`config.mk`:
```
export PLATFORM = sky130hd
export DESIGN_NAME = pdss_isqrt
export DESIGN_NICKNAME = d
export VERILOG_FILES = /design/src/sv/pdss_isqrt.sv
export SDC_FILE = /design/constraint.sdc
export NUM_CORES = 2
export LEC_CHECK = 0
export BUFFER_PORTS_ARGS = -buffer_cell sky130_fd_sc_hd__clkbuf_2
export CORE_MARGIN = 4
export CORE_UTILIZATION = 67
export CTS_CLUSTER_DIAMETER = 50
export DETAILED_ROUTE_END_ITERATION = 8
export GPL_ROUTABILITY_DRIVEN = 0
export PLACE_DENSITY_LB_ADDON = 0.1
export SETUP_SLACK_MARGIN = 0.2
export SYNTH_ARGS = -nofsm -noshare
export SYNTH_HDL_FRONTEND = slang
export SYNTH_SLANG_ARGS = --single-unit
```
`constraint.sdc`:
```
create_clock -name clk -period 4.8 [get_ports clk]
set_clock_uncertainty 0.1 [all_clocks]
set_input_delay 0.96 -clock clk [delete_from_list [all_inputs] [get_ports clk]]
set_output_delay 0.96 -clock clk [all_outputs]
set_load 0.02 [all_outputs]
```
`src/sv/pdss_isqrt.sv`:
```
`timescale 1ns / 1ps

module pdss_isqrt #(
  parameter int IN_W   = 44,
  parameter int SIDE_W = 1
) (
  input  logic                clk,
  input  logic                rst_n,
  input  logic                in_vld,
  input  logic [IN_W-1:0]     in_x,
  input  logic [SIDE_W-1:0]   in_side,
  output logic                out_vld,
  output logic [IN_W/2-1:0]   out_root,
  output logic [SIDE_W-1:0]   out_side
);

  localparam int RT_W = IN_W / 2;
  localparam int TW   = IN_W + 2;

  logic              vld_r  [RT_W];
  logic [IN_W-1:0]   rem_r  [RT_W];
  logic [RT_W-1:0]   root_r [RT_W];
  logic [SIDE_W-1:0] side_r [RT_W];

  // one root bit per stage, most significant first
  for (genvar k = 0; k < RT_W; k++) begin : g_stage
    localparam int B = RT_W - 1 - k;
    logic              src_vld;
    logic [IN_W-1:0]   src_rem;
    logic [RT_W-1:0]   src_root;
    logic [SIDE_W-1:0] src_side;
    logic [TW-1:0]     trial;
    logic              ge;

    if (k == 0) begin : g_first
      assign src_vld  = in_vld;
      assign src_rem  = in_x;
      assign src_root = '0;
      assign src_side = in_side;
    end else begin : g_next
      assign src_vld  = vld_r[k-1];
      assign src_rem  = rem_r[k-1];
      assign src_root = root_r[k-1];
      assign src_side = side_r[k-1];
    end

    // (q + 2^b)^2 - q^2 = q*2^(b+1) + 2^(2b)
    assign trial = (TW'(src_root) << (B + 1)) | (TW'(1) << (2 * B));
    assign ge    = TW'(src_rem) >= trial;

    always_ff @(posedge clk) begin
      if (!rst_n) begin
        vld_r[k] <= 1'b0;
      end else begin
        vld_r[k] <= src_vld;
      end
    end

    always_ff @(posedge clk) begin
      rem_r[k]  <= ge ? (src_rem - trial[IN_W-1:0]) : src_rem;
      root_r[k] <= ge ? (src_root | (RT_W'(1) << B)) : src_root;
      side_r[k] <= src_side;
    end
  end

  assign out_vld  = vld_r[RT_W-1];
  assign out_root = root_r[RT_W-1];
  assign out_side = side_r[RT_W-1];

endmodule

```
After elaboration in Yosys (flattened, before gate mapping)
Memory sizes are Yosys's and may differ from the RTL's.
Index checks and enable logic that the tools add are counted.
{ "word_totals": {"ram_bits": 1496, "out_inout_bits": 24, "n_memories": 4, "ff_bits": 0, "elab_cells": 138, "mem_bits_ro": 0, "latch_bits": 0} }
{ "op_classes": {"multipliers": 0, "n_eq_ne": 0, "bitwise": 22, "n_addsub": 22, "div_mod_pow": 0, "shifts": 0, "muxes": 68, "n_reduce_logical": 0, "n_lt_le_gt_ge": 22} }
{ "memory_table": {"columns": ["memory", "words", "word_bits", "rd", "rd_clocked_by_memory_dff", "wr", "line", "rtl"], "rows": [
  ["rem_r", 22, 44, 21, 0, 22, "21", "logic [IN_W-1:0] rem_r [RT_W];"],
  ["root_r", 22, 22, 22, 0, 22, "22", "logic [RT_W-1:0] root_r [RT_W];"],
  ["side_r", 22, 1, 22, 0, 22, "23", "logic [SIDE_W-1:0] side_r [RT_W];"],
  ["vld_r", 22, 1, 22, 0, 22, "20", "logic vld_r [RT_W];"]
]} }
{ "op_table": {"columns": ["operator", "count"], "rows": [
  ["44-bit 2-to-1 mux", 22],
  ["44-bit by 23-bit greater-or-equal comparator with 1-bit output", 1],
  ["44-bit by 24-bit greater-or-equal comparator with 1-bit output", 1],
  ["44-bit by 25-bit greater-or-equal comparator with 1-bit output", 1],
  ["44-bit by 26-bit greater-or-equal comparator with 1-bit output", 1],
  ["44-bit by 27-bit greater-or-equal comparator with 1-bit output", 1],
  ["44-bit by 28-bit greater-or-equal comparator with 1-bit output", 1],
  ["44-bit by 29-bit greater-or-equal comparator with 1-bit output", 1],
  ["44-bit by 30-bit greater-or-equal comparator with 1-bit output", 1],
  ["44-bit by 31-bit greater-or-equal comparator with 1-bit output", 1],
  ["44-bit by 32-bit greater-or-equal comparator with 1-bit output", 1],
  ["44-bit by 33-bit greater-or-equal comparator with 1-bit output", 1],
  ["44-bit by 34-bit greater-or-equal comparator with 1-bit output", 1],
  ["44-bit by 35-bit greater-or-equal comparator with 1-bit output", 1],
  ["44-bit by 36-bit greater-or-equal comparator with 1-bit output", 1],
  ["44-bit by 37-bit greater-or-equal comparator with 1-bit output", 1],
  ["44-bit by 38-bit greater-or-equal comparator with 1-bit output", 1],
  ["44-bit by 39-bit greater-or-equal comparator with 1-bit output", 1],
  ["44-bit by 40-bit greater-or-equal comparator with 1-bit output", 1],
  ["44-bit by 41-bit greater-or-equal comparator with 1-bit output", 1],
  ["44-bit by 42-bit greater-or-equal comparator with 1-bit output", 1],
  ["44-bit by 43-bit greater-or-equal comparator with 1-bit output", 1],
  ["44-bit by 43-bit greater-or-equal comparator with 1-bit output (second input constant)", 1],
  ["44-bit by 23-bit subtractor with 44-bit output", 1],
  ["other kinds (44)", 89]
]} }

Depth between registers and ports, before layout
An unclocked memory read counts as a cell.
{ "depth": {"depth_word": 3, "ltp_mapped": 14} }

Worst setup path before layout
Ideal clock, no wire load.
{ "synth_timing": {"kind": "register to register", "from": "mem root_r[1][55] (netlist bit)", "to": "mem rem_r[11][42]", "path_buffers": 0, "t_arrival_ps": 2723, "synth_period_minus_slack_ps": 2957, "setup_time_ps": 134, "path_stages_with_launch": 11, "required_ps": 4566, "slack_ps": 1843, "cell_sequence": "dfxtp_1 -> inv_1 -> ha_1 -> nor2b_1 -> o31ai_1 -> a21oi_1 -> or4b_1 -> and3_1 -> or4_1 -> nor4_1 -> xor2_1"} }
{ "synth_rtl": {"columns": ["item", "line"], "rows": [
  ["from (decl)", "22"],
  ["to (decl)", "21"]
]} }

==> results.sh <==
export IMPL_run_status="finished, final reports clean"
export IMPL_coreArea_sq_um=66200
export IMPL_r2r_setup_slack_ns=0.89
export IMPL_fin_setup_tns_ns=0
export IMPL_syn_area_sq_um=45100
export IMPL_synth_edff_count=0
export IMPL_synth_fa_ha_area_share_pct=7.51
export IMPL_synth_distinct_cells=80
export IMPL_max_slew_margin_pct=24.9
export IMPL_synthesis_nets=4766
export IMPL_synth_compound_area_share_pct=11.2
export IMPL_grt_pass1_wl_microns=160000
export IMPL_dieArea_sq_um=71600
export IMPL_yosysWarnings=0
export IMPL_place_hpwl_microns=72000
export IMPL_post_cts_repair_setup_buffers=0
export IMPL_synthMuxAreaShare_pct=0.779
export IMPL_hp_class="reg2reg"
export IMPL_io_pins=72
export IMPL_synth_xor_area_share_pct=7.49
export IMPL_clock_sinks=1221
export IMPL_post_cts_resized=0
export IMPL_synthCells=4447
export IMPL_ant_nets=0
export IMPL_ys_ff_latch=1221
export IMPL_cts_tree="yes"
export IMPL_worst_setup_path_end_kind="flop"
export IMPL_antenna_found_initial=0
export IMPL_required_ns=5.26
export IMPL_worst_setup_path_start_kind="flop"
export IMPL_insertion_delay_ns=0.70
export IMPL_yosys_area_share_simple_pct=15.3
export IMPL_tightestPinTransition_ns=1.12
export IMPL_fp_dieW_microns=268
export IMPL_hold_viol=0
export IMPL_fmax_mhz=256
export IMPL_overflow=0
export IMPL_synth_avg_cell_area_sq_um=10.1
export IMPL_ys_seq_area_share_pct=54.2
export IMPL_arrival_ns=4.37
export IMPL_peakVddDrop_mv=0.486
export IMPL_die_h_microns=268
export IMPL_portBuffers=71
export IMPL_drc=0
export IMPL_num_rows=94
export IMPL_cts_buffers=116
export IMPL_rsz0062_at_grt="no"
export IMPL_cts_hold_buf=0
export IMPL_p_leak_nw=22.9
export IMPL_wl_microns=98700
export IMPL_synth_commonest_cells="dfxtp_1 (1,221), inv_1 (335), nand2_1 (285), ha_1 (271), nor2_1 (259)"
export IMPL_power_density_nw_per_um2=623
export IMPL_initial_utilization_pct=68.2
export IMPL_num_vias=31900
export IMPL_synth_top_area_cell="dfxtp_1"
export IMPL_clk_pin_slew_ns=0.06
export IMPL_synthTopCellsByArea="dfxtp_1 (54%), ha_1 (7.5%), xor2_1 (3.8%), xnor2_1 (3.7%), inv_1 (2.8%)"
export IMPL_fin_crit_ns=3.91
export IMPL_drive_above_1_share_pct=7.58
export IMPL_final_core_util_pct=76.1
export IMPL_setup_viol=0
export IMPL_yosysTopAreaCellShare_pct=54.2
export IMPL_path_max_fanout=28
export IMPL_layout_nets=4891
export IMPL_grt_max_degree=42
export IMPL_clockBufferDepth=3
export IMPL_yosys_most_used_dff="dfxtp_1"
export IMPL_num_antenna_cells=0
export IMPL_yosysMostFrequentCell="dfxtp_1"
export IMPL_slew_viol_final=0
export IMPL_crit_type="reg2reg"
export IMPL_grt_usage_pct=27.4
export IMPL_grt_pass1_vias=31400
export IMPL_vias_per_cell=5.75
export IMPL_cap_violations=0
export IMPL_firstDrtPassIters=6
export IMPL_syn_to_final_growth_pct=11.6
export IMPL_drt_iter0_markers=2254
export IMPL_htree_levels=3
export IMPL_synthArstFlopShare_pct=0
export IMPL_post_drt_wl_per_cell_microns=17.8
export IMPL_fin_crit_sh_pct=81.5
export IMPL_synth_top_family_by_area="simple AND/OR/NAND/NOR gates"
export IMPL_cts_root_buffer="clkbuf_16"
## cell type report
cell class | count | area [sq um]
clock buffers | 145 | 3200
clock inverters | 74 | 825
fillers | 4524 | 15800
inverters | 337 | 1270
multi-input cells | 2811 | 19100
flip-flops and latches | 1221 | 24400
well taps | 864 | 1080
repair buffers | 85 | 460
## metrics by stage
| stage | power (mW) | cell area, sq um | hold slack [ns] | setup WS [ns] | instances |
|---|---|---|---|---|---|
| 2_1_floorplan | 19.9 | 45100 | 0.210 | 1.84 | 4447 |
| 3_3_place_gp | 22.0 | 46400 | 0.210 | 0.997 | 5318 |
| 3_5_place_dp | 22.1 | 46400 | 0.213 | 0.949 | 5318 |
| 4_1_cts | 31.4 | 50400 | 0.220 | 0.905 | 5537 |
| 5_1_grt | 33.1 | 50400 | 0.229 | 0.669 | 5537 |
| 6_report | 31.4 | 50400 | 0.223 | 0.886 | 5537 |
## worst max-delay path, cell delays in order (launching register included)
cell and delay [ns]:
dfxtp_1 0.33, or4_4 0.56, or4_1 0.53, or4_1 0.59, a21oi_1 0.14, o211a_1 0.79, inv_4 0.25, nand3_2 0.25
nor4_1 0.09, xor2_1 0.14
## flip-flops by register name, summed over array words and instances (netlist names)
name / cells
vld_r: 22
rem_r: 924
root_r: 253
side_r: 22
## logic make-up after synthesis
group / count (synthesis)
AO/OA/AOI/OAI: 803
buffers and inverters: 415
flip-flops: 1221
XOR/XNOR: 386
multiplexers: 32
adder cells (fa/ha/maj): 271
AND/OR/NAND/NOR: 1319
## worst paths after layout
| path | startpoint | to | cells past startpoint |
|---|---|---|---|
| worst min register to register | side_r[1][2]$_DFF_P_ | side_r[1][3]$_DFF_P_ | 0 |
| worst max register to register | rem_r[16][31]$_DFF_P_ | rem_r[17][40]$_DFF_P_ | 9 |
| worst max-delay path | rem_r[16][31]$_DFF_P_ | rem_r[17][40]$_DFF_P_ | 9 |
| worst min-delay path | side_r[1][2]$_DFF_P_ | side_r[1][3]$_DFF_P_ | 0 |
## power by group
| group | switching [mW] | internal (mW) |
|---|---|---|
| logic | 4.27 | 3.47 |
| clock network | 4.09 | 5.18 |
| registers | 1.96 | 12.4 |
| total | 10.3 | 21.1 |
## routing by layer
layer  track usage, %  routed length [microns]  vias up
li1                 -                        -    15800
met1             34.9                    42700    15000
met2             48.3                    48600      880
met3             3.55                     4520      218
met4             9.26                     2950        0
met5                0                        0        -
## cells in the final DEF, fill, tap and decap left out, drive strengths merged, types with 12 or more instances in the layout
cell,n
a211oi,23
a21o,80
a21oi,208
a31oi,27
and2,38
and3,25
buf,14
clkbuf,216
clkinv,36
clkinvlp,14
dfxtp,1221
ha,271
inv,355
mux2,25
nand2,285
nand2b,51
nand3,77
nand3b,18
nand4,69
nand4b,12
nor2,259
nor2b,44
nor3,130
nor3b,16
nor4,152
nor4b,29
o211ai,16
o21a,66
o21ai,229
o21bai,13
o31ai,43
or2,16
or3,39
or4,31
xnor2,190
xor2,196
Note: power is estimated with default switching activity, not from simulation.
